### src/rtl/tre_pkg.sv
// shared types and constants of the row run-length encoder
package tre_pkg;

  localparam int MAX_PACKET_DEF = 128;   // largest packet in pixels
  localparam int PIX_W          = 8;
  localparam int PLEN_W         = 8;     // packet length field, covers up to 128 pixels
  localparam int WORD_BYTES     = 8;
  localparam int WORD_W         = 64;
  localparam int OCNT_W         = 4;
  localparam int OUT_TDATA_W    = 72;    // data and byte count, padded to whole bytes

  localparam logic [7:0] RUN_DESC      = 8'h80;
  localparam logic [7:0] DESC_CNT_MASK = 8'h7f;

  typedef enum logic [1:0] {
    PK_NONE,
    PK_RAW,
    PK_RUN
  } pkt_kind_t;

  typedef enum logic [1:0] {
    ST_IDLE,
    ST_WR2,
    ST_EMIT
  } ctrl_state_t;

  // up to two packets closed by one pixel, in output order
  typedef struct packed {
    pkt_kind_t         a_kind;
    logic [PLEN_W-1:0] a_len;
    pkt_kind_t         b_kind;
    logic [PLEN_W-1:0] b_len;
    logic [PIX_W-1:0]  val;       // run value
    logic              row_end;
  } plan_t;

endpackage

### src/rtl/tre_ram.sv
// generic single-port-write, single-port-read ram with registered read
module tre_ram #(
  parameter int WIDTH = 8,
  parameter int DEPTH = 128
) (
  input  logic                     clk,
  input  logic                     wr_en,
  input  logic [$clog2(DEPTH)-1:0] wr_addr,
  input  logic [WIDTH-1:0]         wr_data,
  input  logic                     rd_en,
  input  logic [$clog2(DEPTH)-1:0] rd_addr,
  output logic [WIDTH-1:0]         rd_data
);

  logic [WIDTH-1:0] mem [DEPTH];
  logic [WIDTH-1:0] rd_data_r;

  always_ff @(posedge clk) begin
    if (wr_en) begin
      mem[wr_addr] <= wr_data;
    end
    if (rd_en) begin
      rd_data_r <= mem[rd_addr];
    end
  end

  assign rd_data = rd_data_r;

endmodule

### src/rtl/tre_ctrl.sv
// packet decision logic: pixel state, store writes and packet plan per pixel
module tre_ctrl #(
  parameter int MAX_PACKET = tre_pkg::MAX_PACKET_DEF
) (
  input  logic                          clk,
  input  logic                          rst_n,
  input  logic                          in_valid,
  output logic                          in_ready,
  input  logic [tre_pkg::PIX_W-1:0]     in_pixel,
  input  logic                          in_last,
  output logic                          wr_en,
  output logic [$clog2(MAX_PACKET)-1:0] wr_addr,
  output logic [tre_pkg::PIX_W-1:0]     wr_data,
  output tre_pkg::plan_t                plan,
  output logic                          start,
  input  logic                          pk_busy
);

  import tre_pkg::*;

  localparam int LEN_W = $clog2(MAX_PACKET + 1);
  localparam int AW    = $clog2(MAX_PACKET);
  localparam logic [LEN_W:0] MAX_C = (LEN_W + 1)'(MAX_PACKET);
  localparam logic PAIR_FILLS = (MAX_PACKET <= 2);

  ctrl_state_t        state_r, state_nxt;
  logic [PIX_W-1:0]   held_r, held_nxt;
  logic [LEN_W-1:0]   len_r, len_nxt;
  logic               have_r, have_nxt;
  logic               run_r, run_nxt;
  plan_t              plan_r, plan_nxt;
  logic               start_r, start_nxt;
  logic [AW-1:0]      wr2_addr_r, wr2_addr_nxt;
  logic [PIX_W-1:0]   wr2_data_r, wr2_data_nxt;

  logic               accept;
  logic               eq;
  logic               emit;
  logic               need_wr2;
  logic [LEN_W:0]     len_p1;
  logic [LEN_W:0]     len_p2;

  assign accept = in_valid && (state_r == ST_IDLE);
  assign eq     = (in_pixel == held_r);
  assign len_p1 = {1'b0, len_r} + (LEN_W + 1)'(1);
  assign len_p2 = {1'b0, len_r} + (LEN_W + 1)'(2);

  always_comb begin
    state_nxt    = state_r;
    held_nxt     = held_r;
    len_nxt      = len_r;
    have_nxt     = have_r;
    run_nxt      = run_r;
    plan_nxt     = plan_r;
    start_nxt    = 1'b0;
    wr2_addr_nxt = wr2_addr_r;
    wr2_data_nxt = wr2_data_r;
    wr_en        = 1'b0;
    wr_addr      = len_r[AW-1:0];
    wr_data      = held_r;
    emit         = 1'b0;
    need_wr2     = 1'b0;

    case (state_r)
      ST_IDLE: begin
        if (accept) begin
          plan_nxt.a_kind  = PK_NONE;
          plan_nxt.a_len   = PLEN_W'(1);
          plan_nxt.b_kind  = PK_NONE;
          plan_nxt.b_len   = PLEN_W'(1);
          plan_nxt.val     = held_r;
          plan_nxt.row_end = in_last;

          if (!have_r) begin
            if (in_last) begin
              // lone pixel at row end
              wr_en           = 1'b1;
              wr_addr         = '0;
              wr_data         = in_pixel;
              plan_nxt.a_kind = PK_RAW;
              emit            = 1'b1;
            end else begin
              held_nxt = in_pixel;
              have_nxt = 1'b1;
              run_nxt  = 1'b0;
              len_nxt  = '0;
            end
          end else if (run_r) begin
            if (eq) begin
              if (len_p1 >= MAX_C || in_last) begin
                plan_nxt.a_kind = PK_RUN;
                plan_nxt.a_len  = PLEN_W'(len_p1);
                emit            = 1'b1;
                have_nxt        = 1'b0;
                run_nxt         = 1'b0;
                len_nxt         = '0;
              end else begin
                len_nxt = LEN_W'(len_p1);
              end
            end else begin
              plan_nxt.a_kind = PK_RUN;
              plan_nxt.a_len  = PLEN_W'(len_r);
              emit            = 1'b1;
              if (in_last) begin
                wr_en           = 1'b1;
                wr_addr         = '0;
                wr_data         = in_pixel;
                plan_nxt.b_kind = PK_RAW;
                have_nxt        = 1'b0;
                run_nxt         = 1'b0;
                len_nxt         = '0;
              end else begin
                held_nxt = in_pixel;
                have_nxt = 1'b1;
                run_nxt  = 1'b0;
                len_nxt  = '0;
              end
            end
          end else if (eq) begin
            // equal pair closes the open raw packet and opens a run
            if (len_r != '0) begin
              plan_nxt.a_kind = PK_RAW;
              plan_nxt.a_len  = PLEN_W'(len_r);
              emit            = 1'b1;
            end
            run_nxt = 1'b1;
            len_nxt = LEN_W'(2);
            if (PAIR_FILLS || in_last) begin
              if (len_r != '0) begin
                plan_nxt.b_kind = PK_RUN;
                plan_nxt.b_len  = PLEN_W'(2);
              end else begin
                plan_nxt.a_kind = PK_RUN;
                plan_nxt.a_len  = PLEN_W'(2);
              end
              emit     = 1'b1;
              have_nxt = 1'b0;
              run_nxt  = 1'b0;
              len_nxt  = '0;
            end
          end else begin
            wr_en = 1'b1;
            if (len_p2 >= MAX_C || in_last) begin
              plan_nxt.a_kind = PK_RAW;
              plan_nxt.a_len  = PLEN_W'(len_p2);
              emit            = 1'b1;
              need_wr2        = 1'b1;
              wr2_addr_nxt    = len_p1[AW-1:0];
              wr2_data_nxt    = in_pixel;
              have_nxt        = 1'b0;
              run_nxt         = 1'b0;
              len_nxt         = '0;
            end else begin
              len_nxt  = LEN_W'(len_p1);
              held_nxt = in_pixel;
            end
          end

          if (emit) begin
            state_nxt = need_wr2 ? ST_WR2 : ST_EMIT;
            start_nxt = !need_wr2;
          end
        end
      end

      ST_WR2: begin
        // the pixel that closes a raw packet goes in behind the held one
        wr_en     = 1'b1;
        wr_addr   = wr2_addr_r;
        wr_data   = wr2_data_r;
        state_nxt = ST_EMIT;
        start_nxt = 1'b1;
      end

      ST_EMIT: begin
        if (!start_r && !pk_busy) begin
          state_nxt = ST_IDLE;
        end
      end

      default: begin
        state_nxt = ST_IDLE;
      end
    endcase
  end

  always_ff @(posedge clk) begin
    if (!rst_n) begin
      state_r <= ST_IDLE;
      held_r  <= '0;
      len_r   <= '0;
      have_r  <= 1'b0;
      run_r   <= 1'b0;
      start_r <= 1'b0;
    end else begin
      state_r <= state_nxt;
      held_r  <= held_nxt;
      len_r   <= len_nxt;
      have_r  <= have_nxt;
      run_r   <= run_nxt;
      start_r <= start_nxt;
    end
  end

  always_ff @(posedge clk) begin
    plan_r     <= plan_nxt;
    wr2_addr_r <= wr2_addr_nxt;
    wr2_data_r <= wr2_data_nxt;
  end

  assign in_ready = (state_r == ST_IDLE);
  assign plan     = plan_r;
  assign start    = start_r;

  a_raw_len_bound: assert property (@(posedge clk) disable iff (!rst_n)
    (have_r && !run_r) |-> (len_p2 <= MAX_C))
    else $error("open raw packet longer than allowed");

  a_run_len_bound: assert property (@(posedge clk) disable iff (!rst_n)
    run_r |-> (have_r && ({1'b0, len_r} < MAX_C) && (len_r >= LEN_W'(2))))
    else $error("open run count out of range");

  a_start_has_pkt: assert property (@(posedge clk) disable iff (!rst_n)
    start_r |-> (plan_r.a_kind != PK_NONE))
    else $error("packer started with an empty plan");

  a_wr2_then_start: assert property (@(posedge clk) disable iff (!rst_n)
    (state_r == ST_WR2) |=> start_r)
    else $error("second store write not followed by packer start");

endmodule

### src/rtl/tre_packer.sv
// packet byte sequencer: reads raw pixels from the store and packs 8-byte words
module tre_packer #(
  parameter int MAX_PACKET = tre_pkg::MAX_PACKET_DEF
) (
  input  logic                          clk,
  input  logic                          rst_n,
  input  logic                          start,
  input  tre_pkg::plan_t                plan,
  output logic                          busy,
  output logic                          rd_en,
  output logic [$clog2(MAX_PACKET)-1:0] rd_addr,
  input  logic [tre_pkg::PIX_W-1:0]     rd_data,
  output logic                          out_valid,
  input  logic                          out_ready,
  output logic [tre_pkg::WORD_W-1:0]    out_data,
  output logic [tre_pkg::OCNT_W-1:0]    out_count,
  output logic                          out_row_done,
  output logic                          out_last_step
);

  import tre_pkg::*;

  localparam int AW = $clog2(MAX_PACKET);
  localparam int WC_W = $clog2(WORD_BYTES);

  logic              busy_r;
  pkt_kind_t         cur_kind_r;
  logic [PLEN_W-1:0] cur_len_r;
  pkt_kind_t         nxt_kind_r;
  logic [PLEN_W-1:0] nxt_len_r;
  logic [PIX_W-1:0]  val_r;
  logic              row_end_r;
  logic [PLEN_W-1:0] pos_r;         // 0 is the descriptor, then pixel bytes
  logic [WORD_W-1:0] wbuf_r;
  logic [WC_W-1:0]   wcnt_r;
  logic              out_valid_r;
  logic [WORD_W-1:0] out_data_r;
  logic [OCNT_W-1:0] out_count_r;
  logic              out_row_done_r;
  logic              out_last_r;

  logic [PIX_W-1:0]  desc_byte;
  logic [PIX_W-1:0]  byte_v;
  logic [WORD_W-1:0] word_nxt;
  logic              pkt_end;
  logic              step_end;
  logic              word_done;
  logic              out_free;
  logic              put;

  always_comb begin
    desc_byte = ((cur_len_r - PLEN_W'(1)) & DESC_CNT_MASK)
              | ((cur_kind_r == PK_RUN) ? RUN_DESC : '0);
    if (pos_r == '0) begin
      byte_v = desc_byte;
    end else if (cur_kind_r == PK_RUN) begin
      byte_v = val_r;
    end else begin
      byte_v = rd_data;
    end
  end

  assign pkt_end   = (cur_kind_r == PK_RUN) ? (pos_r == PLEN_W'(1)) : (pos_r == cur_len_r);
  assign step_end  = pkt_end && (nxt_kind_r == PK_NONE);
  assign word_done = (wcnt_r == WC_W'(WORD_BYTES - 1)) || pkt_end;
  assign out_free  = !out_valid_r || out_ready;
  // a byte that closes a word moves only when the output register frees up
  assign put       = busy_r && (!word_done || out_free);
  assign word_nxt  = wbuf_r | (WORD_W'(byte_v) << {wcnt_r, 3'b000});

  // prefetch the next raw pixel in step with the byte that goes out now
  assign rd_en   = put && (cur_kind_r == PK_RAW) && (pos_r < cur_len_r);
  assign rd_addr = pos_r[AW-1:0];

  always_ff @(posedge clk) begin
    if (!rst_n) begin
      busy_r      <= 1'b0;
      wcnt_r      <= '0;
      out_valid_r <= 1'b0;
    end else begin
      if (start) begin
        busy_r <= 1'b1;
        wcnt_r <= '0;
      end else if (put) begin
        wcnt_r <= word_done ? '0 : wcnt_r + WC_W'(1);
        if (step_end) begin
          busy_r <= 1'b0;
        end
      end
      if (put && word_done) begin
        out_valid_r <= 1'b1;
      end else if (out_ready) begin
        out_valid_r <= 1'b0;
      end
    end
  end

  always_ff @(posedge clk) begin
    if (start) begin
      cur_kind_r <= plan.a_kind;
      cur_len_r  <= plan.a_len;
      nxt_kind_r <= plan.b_kind;
      nxt_len_r  <= plan.b_len;
      val_r      <= plan.val;
      row_end_r  <= plan.row_end;
      pos_r      <= '0;
      wbuf_r     <= '0;
    end else if (put) begin
      wbuf_r <= word_done ? '0 : word_nxt;
      if (pkt_end) begin
        cur_kind_r <= nxt_kind_r;
        cur_len_r  <= nxt_len_r;
        nxt_kind_r <= PK_NONE;
        pos_r      <= '0;
      end else begin
        pos_r <= pos_r + PLEN_W'(1);
      end
    end
    if (put && word_done) begin
      out_data_r     <= word_nxt;
      out_count_r    <= {1'b0, wcnt_r} + OCNT_W'(1);
      out_row_done_r <= step_end && row_end_r;
      out_last_r     <= step_end;
    end
  end

  assign busy          = busy_r;
  assign out_valid     = out_valid_r;
  assign out_data      = out_data_r;
  assign out_count     = out_count_r;
  assign out_row_done  = out_row_done_r;
  assign out_last_step = out_last_r;

  a_idle_word_empty: assert property (@(posedge clk) disable iff (!rst_n)
    !busy_r |-> (wcnt_r == '0))
    else $error("partial word left over after a step");

  a_raw_pos_bound: assert property (@(posedge clk) disable iff (!rst_n)
    (busy_r && cur_kind_r == PK_RAW) |-> (pos_r <= cur_len_r))
    else $error("raw byte position past packet end");

  a_no_overwrite: assert property (@(posedge clk) disable iff (!rst_n)
    (out_valid_r && !out_ready) |=> (out_valid_r && $stable(out_count_r)
                                     && $stable(out_last_r)))
    else $error("pending result overwritten");

endmodule

### src/rtl/tga_rle_row_encoder_core.sv
// top level of the row run-length encoder: decision logic, pixel store and word packer
//
//  channel | side   | tdata                          | tlast        | tuser
//  in_     | slave  | [7:0] pixel                    | last_in_row  | -
//  out_    | master | [63:0] out_data, [67:64] count | row_done     | [0] last_of_step
//
// a pixel that closes no packet leaves the control idle, so in_tready stays high
// a pixel that closes packets moves the control to ST_EMIT (by way of ST_WR2 when the
// closing pixel needs a second store write) and starts the packer, which sends one
// encoded byte (descriptor and pixels) per cycle while out_ does not stall; the rate is
// set by the byte-wide store read port; synchronous active-low reset clears all control
// state; the pixel store is not cleared, only entries written for the open packet
// are ever read; a stalled out_ holds the packer at the word that is waiting; a
// finished step's last word may still wait while the next pixel is taken in
module tga_rle_row_encoder_core #(
  parameter int MAX_PACKET = tre_pkg::MAX_PACKET_DEF
) (
  input  logic                            clk,
  input  logic                            rst_n,
  input  logic                            in_tvalid,
  output logic                            in_tready,
  input  logic [tre_pkg::PIX_W-1:0]       in_tdata,   // [7:0] pixel
  input  logic                            in_tlast,   // last_in_row
  output logic                            out_tvalid,
  input  logic                            out_tready,
  output logic [tre_pkg::OUT_TDATA_W-1:0] out_tdata,  // [63:0] out_data, [67:64] out_count
  output logic                            out_tlast,  // row_done
  output logic [0:0]                      out_tuser   // [0] last_of_step
);

  import tre_pkg::*;

  localparam int AW = $clog2(MAX_PACKET);

  logic               wr_en;
  logic [AW-1:0]      wr_addr;
  logic [PIX_W-1:0]   wr_data;
  logic               rd_en;
  logic [AW-1:0]      rd_addr;
  logic [PIX_W-1:0]   rd_data;
  plan_t              plan;
  logic               start;
  logic               pk_busy;
  logic [WORD_W-1:0]  out_data;
  logic [OCNT_W-1:0]  out_count;
  logic               row_done;
  logic               last_step;

  tre_ctrl #(
    .MAX_PACKET(MAX_PACKET)
  ) u_ctrl (
    .clk      (clk),
    .rst_n    (rst_n),
    .in_valid (in_tvalid),
    .in_ready (in_tready),
    .in_pixel (in_tdata),
    .in_last  (in_tlast),
    .wr_en    (wr_en),
    .wr_addr  (wr_addr),
    .wr_data  (wr_data),
    .plan     (plan),
    .start    (start),
    .pk_busy  (pk_busy)
  );

  tre_ram #(
    .WIDTH(PIX_W),
    .DEPTH(MAX_PACKET)
  ) u_raw_store (
    .clk     (clk),
    .wr_en   (wr_en),
    .wr_addr (wr_addr),
    .wr_data (wr_data),
    .rd_en   (rd_en),
    .rd_addr (rd_addr),
    .rd_data (rd_data)
  );

  tre_packer #(
    .MAX_PACKET(MAX_PACKET)
  ) u_packer (
    .clk           (clk),
    .rst_n         (rst_n),
    .start         (start),
    .plan          (plan),
    .busy          (pk_busy),
    .rd_en         (rd_en),
    .rd_addr       (rd_addr),
    .rd_data       (rd_data),
    .out_valid     (out_tvalid),
    .out_ready     (out_tready),
    .out_data      (out_data),
    .out_count     (out_count),
    .out_row_done  (row_done),
    .out_last_step (last_step)
  );

  assign out_tdata = {(OUT_TDATA_W - WORD_W - OCNT_W)'(0), out_count, out_data};
  assign out_tlast = row_done;
  assign out_tuser = last_step;

endmodule
### config.mk
export PLATFORM = sky130hd
export DESIGN_NAME = tga_rle_row_encoder_core
export DESIGN_NICKNAME = d
export VERILOG_FILES = /design/src/rtl/tre_pkg.sv /design/src/rtl/tre_ram.sv /design/src/rtl/tre_ctrl.sv /design/src/rtl/tre_packer.sv /design/src/rtl/tga_rle_row_encoder_core.sv
export SDC_FILE = /design/constraint.sdc
export NUM_CORES = 1
export LEC_CHECK = 0
export BUFFER_PORTS_ARGS = -buffer_cell sky130_fd_sc_hd__buf_4
export CORE_AREA = 4 4 305 307
export DETAILED_ROUTE_END_ITERATION = 16
export DIE_AREA = 0 0 309 311
export GPL_TIMING_DRIVEN = 0
export MAX_ROUTING_LAYER = met4
export PLACE_DENSITY = 0.81
export SYNTH_ARGS = -nofsm -noshare
export SYNTH_HDL_FRONTEND = slang
export SYNTH_SLANG_ARGS = --single-unit
### constraint.sdc
create_clock -name clk -period 6.8 [get_ports clk]
set_input_delay 0.34 -clock clk [delete_from_list [all_inputs] [get_ports clk]]
set_output_delay 0.34 -clock clk [all_outputs]
set_load 0.02 [all_outputs]
# After elaboration in Yosys (flattened, before gate mapping)
# Memories as Yosys holds them, arrays and structs flattened. A register that Yosys moved wholly into a read port is not among the register bits.
# Cells that the tools add are included.
# word_totals
out_inout_bits,76
ff_bits,241
in_bits,13
mem_bits_rw,1024
elab_cells,203
mem_count,1
# classes
bitwise,7
mux,107
n_lt_le_gt_ge,3
eq_ne,14
shift,1
add_sub_neg,6
reduce_logical,35
# memory_table
name,depth,word_bits,rd,rd_ports_with_merged_regs,write_ports,line_no,text
u_raw_store.mem,128,8,1,1,1,tre_ram.sv:15,logic [WIDTH-1:0] mem [DEPTH];
# op_table
op,count
$mux W8,25
$mux W10,9
$mux W64,1
$or A64 B64 Y64,1
$shl A8 B6 Y64,1
$mux W1,44
$mux W7,5
$mux W2,13
$mux W20,1
$ge A9 B8 Y1 const B,2
$mux W9,2
$eq A8 B8 Y1,2
$pmux W8 S2,1
$pmux W7 S2,1
$mux W12,1
$add A8 B1 Y9 const B,1
$add A8 B2 Y9 const B,1
$add A8 B1 Y8 const B,1
$eq A8 B1 Y1 const B,1
$logic_and A1 B1 Y1,8
$logic_not A8 Y1,1
$lt A8 B8 Y1,1
$ne A2 B1 Y1 const B,4
$or A7 B8 Y8,1
23 further kinds,45

# Logic depth before layout (Yosys ltp)
# depth
depth_word,13
mapped_depth,16
depth_no_buf,9

# Modules after synthesis
# Synthesis repeated with hierarchy kept, for this count alone.
# hier_totals
hier_cells,2568
area_unflattened_um2,50121.8
# by_module_without_submodules
mod,area_per_inst_um2,seq_area_each_um2,n_inst,cells_per_inst
tre_ram,39720.6,30989.7,1,1634
tre_packer,7056.8,4514.3,1,582
tre_ctrl,3310.7,1531.5,1,347
tga_rle_row_encoder_core,33.8,0.0,1,5

# Worst setup path after synthesis
# Ideal clock, no wire load.
# synth_timing
kind,register to register
startpoint,register u_ctrl.held_r[3]
endpoint,"memory u_raw_store.mem[0][5], data pin"
stages_incl_launch_ff,6
arrival_time_ns,6.166
period_less_slack_ns,7.363
slack_ns,-0.563
path_cell_list,dfxtp_1 > xnor2_1 > nand4_1 > o31a_2 > mux2i_1 > o21ai_0
# synth_between
elab_chain_len,6
# synth_lines
element,line_no,text
start: declaration,tre_ctrl.sv:27,"logic [PIX_W-1:0] held_r, held_nxt;"
start signal: assignment,tre_ctrl.sv:197,held_r <= held_nxt;
$eq A8 B8 Y1,tre_ctrl.sv:44,assign eq = (in_pixel == held_r);
$mux W8,tre_ctrl.sv:89,if (eq) begin
$mux W8,tre_ctrl.sv:88,end else if (run_r) begin
$mux W8,tre_ctrl.sv:74,if (!have_r) begin
$mux W8,tre_ctrl.sv:66,if (accept) begin
$pmux W8 S2,tre_ctrl.sv:64,case (state_r)
"net u_ctrl.wr_data, one bit",tre_ctrl.sv:13,"output logic [tre_pkg::PIX_W-1:0] wr_data,"
end: declaration,tre_ram.sv:15,
# The timed path passes the listed nets, and every way through them passes these cells.

# Worst setup path after layout
# layout_timing
startpoint,register u_packer.pos_r[0]
endpoint,register u_packer.wbuf_r[29]
# layout_between
elab_chain_len,6
elab_cells_between_ends,12
# layout_lines
element,line_no,text
start: declaration,tre_packer.sv:33,logic [PLEN_W-1:0] pos_r;
start signal: assignment,tre_packer.sv:116,pos_r <= pos_r + PLEN_W'(1);
branches (longest 6 deep; another with $shl A8 B6 Y64),--,
end signal: assignment,tre_packer.sv:109,wbuf_r <= word_done ? '0 : word_nxt;
end: declaration,tre_packer.sv:34,logic [WORD_W-1:0] wbuf_r;
# Several ways; the timed one is not identified.
# A chain may end at the register's enable or synchronous reset.

==> reports/summary.log <==
qor: outcome.run_status complete, but fails checks
qor: outcome.failed_checks capacitance limit, slew limit
qor: layout.finalInstanceArea 0.0571 mm2
qor: sta.report.final.hold_viol_count 0
qor: clock_network.cts_repair_resize_count 0
qor: clock_network.clock_sinks 1260
qor: detailed_routing.avgViaCountPerCell 6.88
qor: layout.layout.nets 2988
qor: sta.rsz0062_at_grt false
qor: synthesis.synth_seq_area_share 0.736
qor: pwr.seqPwrFrac 0.433
qor: layout.n_fill_cell 5955
qor: synthesis.synth-warning-count 0
qor: pwr.clock_group_share_of_total_power 0.334
qor: layout.share_of_post_route_cells_with_drive_strength_above_1 0.252
qor: worst_setup_path.worst_path_largest_cell_delay 0.88 ns
qor: synthesis.synth.distinct_cells 76
qor: floorplanning.placementRows 110
qor: worst_setup_path.timing_worst_setup_path_type flip-flop to flip-flop
qor: pwr.swShare 0.298
qor: floorplanning.floorplan.die_area 0.0961 mm2
qor: synthesis.synth.most_common_cell sky130_fd_sc_hd__edfxtp_1
qor: worst_setup_path.crit_path_start_kind flip-flop
qor: global_routing.grt_start_max_net_pins 93
qor: clock_network.ctsHtreeMaxLevel 3
qor: floorplanning.chipHeight 311 um
qor: synthesis.post_synth_inst_count 2705
qor: global_routing.gr-usage-all-layers 0.320
qor: detailed_routing.drcViolationCount 0
qor: worst_setup_path.worstReg2RegEnd u_packer.wbuf_r[29]$_SDFFE_PP0P_
qor: sta.timing.final.crit_period 6.31 ns
qor: synthesis.synth.cells.most_frequent sky130_fd_sc_hd__edfxtp_1, sky130_fd_sc_hd__mux4_2, sky130_fd_sc_hd__nor2_1, sky130_fd_sc_hd__dfxtp_1, sky130_fd_sc_hd__a21oi_1
qor: pwr.comb_power_share 0.233
qor: sta.slew_headroom -0.0138
qor: synthesis.synth-async-reset-ratio 0
qor: worst_setup_path.worstPathRequired 7.38 ns
qor: floorplanning.pin_count 89
qor: clock_network.cts.hold.buffers_added 10
qor: sta.finalSetupTns 0 ns
qor: floorplanning.start_util 0.556
qor: place.place_inst 4002
qor: clock_network.clockBufferDepth 3
qor: pwr.vdd_ir_drop_max 0.276 mV
qor: worst_setup_path.critPathArrivalTime 6.89 ns
qor: clock_network.clk_latency 0.75 ns
qor: worst_setup_path.path_cells buf_6 -> buf_6 -> buf_4 -> inv_1 -> buf_2 -> buf_2 -> ha_1 -> nand4_1 -> nor3_1 -> nor3_2 -> nor2_4 -> or2_2 -> clkbuf_1 -> buf_1 -> nor2_1
qor: worst_setup_path.path_max_fanout 38
qor: synthesis.synth_top_cell_area_share 0.697
qor: worst_hold_path.timing.hold.worst.class input port to flip-flop
qor: synthesis.synth_top_area_cell sky130_fd_sc_hd__edfxtp_1
qor: synthesis.netlist_top_cells_area sky130_fd_sc_hd__edfxtp_1, sky130_fd_sc_hd__mux4_2, sky130_fd_sc_hd__dfxtp_1
qor: detailed_routing.drt_pass1_iterations 6
qor: synthesis.netlist_area 0.0501 mm2
qor: pwr.power.switching 6.01 mW
qor: layout.layout_overhead_on_the_synthesized_area 13.9%
qor: layout.final_cell_count_no_fill 4240
qor: worst_setup_path.worst_setup_path_startpoint u_packer.pos_r[0]$_SDFFE_PP0P_
qor: sta.whs 0.166 ns
qor: worst_setup_path.reg2reg_depth 15
qor: worst_setup_path.cp-endpoint u_packer.wbuf_r[29]$_SDFFE_PP0P_
qor: job.max-cap-violations 2
qor: detailed_routing.dr_total_vias 29.2k
qor: place.numPortBuffers 83
qor: pwr.power.internal 14.2 mW
qor: synthesis.synth-edff-count 1162
qor: pwr.power_density 354 mW/mm2
qor: synthesis.syn_avg_cell_area 18.5 um2
qor: sta.report.final.setup_viol 0
qor: worst_setup_path.setup.worst_path.end_class flip-flop
qor: worst_setup_path.critical-path-slowest-cell sky130_fd_sc_hd__nor2_4
qor: pwr.power_leakage 18.6 nW
qor: worst_setup_path.worst-r2r-setup-slack 0.49 ns
qor: sta.fin_crit_sh 0.928
qor: clock_network.cts_root_buffer sky130_fd_sc_hd__clkbuf_16
qor: sta.finalClockSkew 0.0950 ns
qor: detailed_routing.first_iter_violations 5115
qor: floorplanning.die_width 309 um
qor: detailed_routing.route.final.wire_length 148 mm
qor: place.gp_routability_congestion 1.01
qor: sta.worst-slew-pin-transition 1.52 ns
qor: detailed_routing.wl_per_cell 35.0 um
qor: sta.max_freq 158 MHz
qor: clock_network.cts_tree done
qor: clock_network.cts_setup_buffers 0
qor: global_routing.grt_overflow_total 0
qor: global_routing.grt_pass1_wl 210 mm
qor: clock_network.register_clock_pin_slew_on_the_reported_worst_setup_and_hold_paths 0.06 ns
qor: detailed_routing.final_antenna_net_count 0
qor: place.final_hpwl_from_detailed_placement 97.1 mm
qor: sta.timing_max_transition_violations_final 11
qor: synthesis.yosys_most_used_dff sky130_fd_sc_hd__edfxtp_1
qor: pwr.report.power.total 20.2 mW
qor: place.placed_area 0.0529 mm2
qor: worst_setup_path.crit-reg2reg-launch u_packer.pos_r[0]$_SDFFE_PP0P_
qor: global_routing.grt_pass1_vias 28.5k
qor: synthesis.postSynthRegisterBits 1260
qor: clock_network.cts-buffers-inserted 118
qor: floorplanning.core_area 0.0900 mm2
qor: global_routing.grt_antenna_before_repair 6
layout make-up:
cell class,count,area [um2],area share
inverters,25,93.8,0.00164
repair buffers,130,1230,0.0216
flip-flops and latches,1260,36900,0.646
plain buffers,179,861,0.0151
clock buffers,146,3080,0.0539
diodes,2,5.00,0.0000877
well taps,1176,1470,0.0258
multi-input cells,1244,12600,0.220
clock inverters,78,896,0.0157
worst min-delay path by stage:
stage | start | end | slack [ns] | cells past startpoint
6_report | out_tready | u_packer.out_valid$_SDFFE_PN0P_ | 0.17 | 4
5_1_grt | in_tvalid | u_ctrl.start$_SDFF_PN0_ | 0.18 | 3
4_1_cts | out_tready | u_packer.out_valid$_SDFFE_PN0P_ | 0.13 | 4
3_5_place_dp | u_ctrl.plan[1]$_DFFE_PP_ | u_packer.val_r[0]$_DFFE_PP_ | 0.41 | 0
3_3_place_gp | u_ctrl.plan[2]$_DFFE_PP_ | u_packer.val_r[1]$_DFFE_PP_ | 0.41 | 0
2_1_floorplan | u_ctrl.plan[9]$_SDFFCE_PP1P_ | u_packer.nxt_len_r[0]$_DFFE_PP_ | 0.40 | 0
metal layers:
metal	track usage	vias up	part of all wire
met3	0.0905	476	0.13
met2	0.472	2402	0.46
met1	0.417	14900	0.35
met5	-	-	0
li1	-	11400	-
met4	0.151	0	0.059
metrics by stage:
stage	setup slack [ns]	utilization
after global routing	0.194	0.634
after floorplan	0.521	-
final	0.489	0.634
after detailed placement	0.694	0.588
after CTS	0.639	0.633
after global placement	-2.65	0.580
critical path: cells and delay by family, from the launching register on:
kind          cells  cell delay, ns
fa+ha+maj         1            0.41
buf+inv           8            3.20
flops             1            0.59
simple gates      6            1.90
power by group through the flow:
| stage | Clock [mW] | Combinational [mW] | Sequential, mW |
|---|---|---|---|
| detailed placement | 0 | 4.56 | 8.91 |
| global route | 7.12 | 4.79 | 8.75 |
| global placement | 0 | 4.40 | 8.98 |
| finish | 6.76 | 4.71 | 8.75 |
| floorplan | 0 | 2.66 | 8.93 |
| CTS | 6.75 | 4.60 | 8.75 |
cells by family (layout without fill, tap and decap cells):
family          count (synthesis)  in the layout  share of synthesized area
buf+inv                       204            558                     0.0189
fa+ha+maj                      17             17                    0.00425
mux                           356            356                      0.143
simple gates                  509            509                     0.0491
compound gates                335            335                     0.0449
flops                        1260           1260                      0.736
xor+xnor                       23             23                    0.00402
other cells                     1              6                  0.0000749
state kept, by name (all words and copies together), names as in the netlist, 2 cells and up:
register	cells
u_ctrl.held_r	8
u_ctrl.len_r	8
u_ctrl.plan	22
u_ctrl.state_r	2
u_ctrl.wr2_addr_r	7
u_ctrl.wr2_data_r	8
u_packer.cur_kind_r	2
u_packer.cur_len_r	8
u_packer.nxt_kind_r	2
u_packer.nxt_len_r	2
u_packer.out_count	4
u_packer.out_data	64
u_packer.pos_r	8
u_packer.val_r	8
u_packer.wbuf_r	64
u_packer.wcnt_r	3
u_raw_store.mem	1024
u_raw_store.rd_data	8
layout by cell type, fill, tap and decap left out, types with 8 or more instances in the layout:
master / instances
sky130_fd_sc_hd__xnor2_1: 18
sky130_fd_sc_hd__buf_1: 18
sky130_fd_sc_hd__or2_2: 12
sky130_fd_sc_hd__nor4_2: 21
sky130_fd_sc_hd__buf_12: 9
sky130_fd_sc_hd__clkinv_1: 18
sky130_fd_sc_hd__o21ai_0: 32
sky130_fd_sc_hd__mux2_2: 16
sky130_fd_sc_hd__mux4_2: 286
sky130_fd_sc_hd__nor3_2: 15
sky130_fd_sc_hd__bufinv_16: 14
sky130_fd_sc_hd__nand3_1: 19
sky130_fd_sc_hd__dlygate4sd3_1: 10
sky130_fd_sc_hd__or3_1: 11
sky130_fd_sc_hd__and3_1: 14
sky130_fd_sc_hd__nor2b_1: 30
sky130_fd_sc_hd__clkbuf_1: 96
sky130_fd_sc_hd__clkinv_2: 27
sky130_fd_sc_hd__and2_1: 26
sky130_fd_sc_hd__a31oi_1: 28
sky130_fd_sc_hd__nand2_1: 71
sky130_fd_sc_hd__dfxtp_1: 98
sky130_fd_sc_hd__nand2b_1: 18
sky130_fd_sc_hd__clkbuf_16: 118
sky130_fd_sc_hd__a21o_1: 60
sky130_fd_sc_hd__a21oi_1: 88
sky130_fd_sc_hd__a22oi_1: 19
sky130_fd_sc_hd__edfxtp_1: 1162
sky130_fd_sc_hd__inv_1: 22
sky130_fd_sc_hd__nand4_1: 14
sky130_fd_sc_hd__mux2i_1: 54
sky130_fd_sc_hd__nor3_1: 26
sky130_fd_sc_hd__buf_2: 69
sky130_fd_sc_hd__o22ai_1: 11
sky130_fd_sc_hd__buf_4: 117
sky130_fd_sc_hd__clkinvlp_4: 8
sky130_fd_sc_hd__a211oi_1: 12
sky130_fd_sc_hd__nor2_1: 208
sky130_fd_sc_hd__ha_1: 17
No activity file was read; power rests on OpenSTA's default activity.
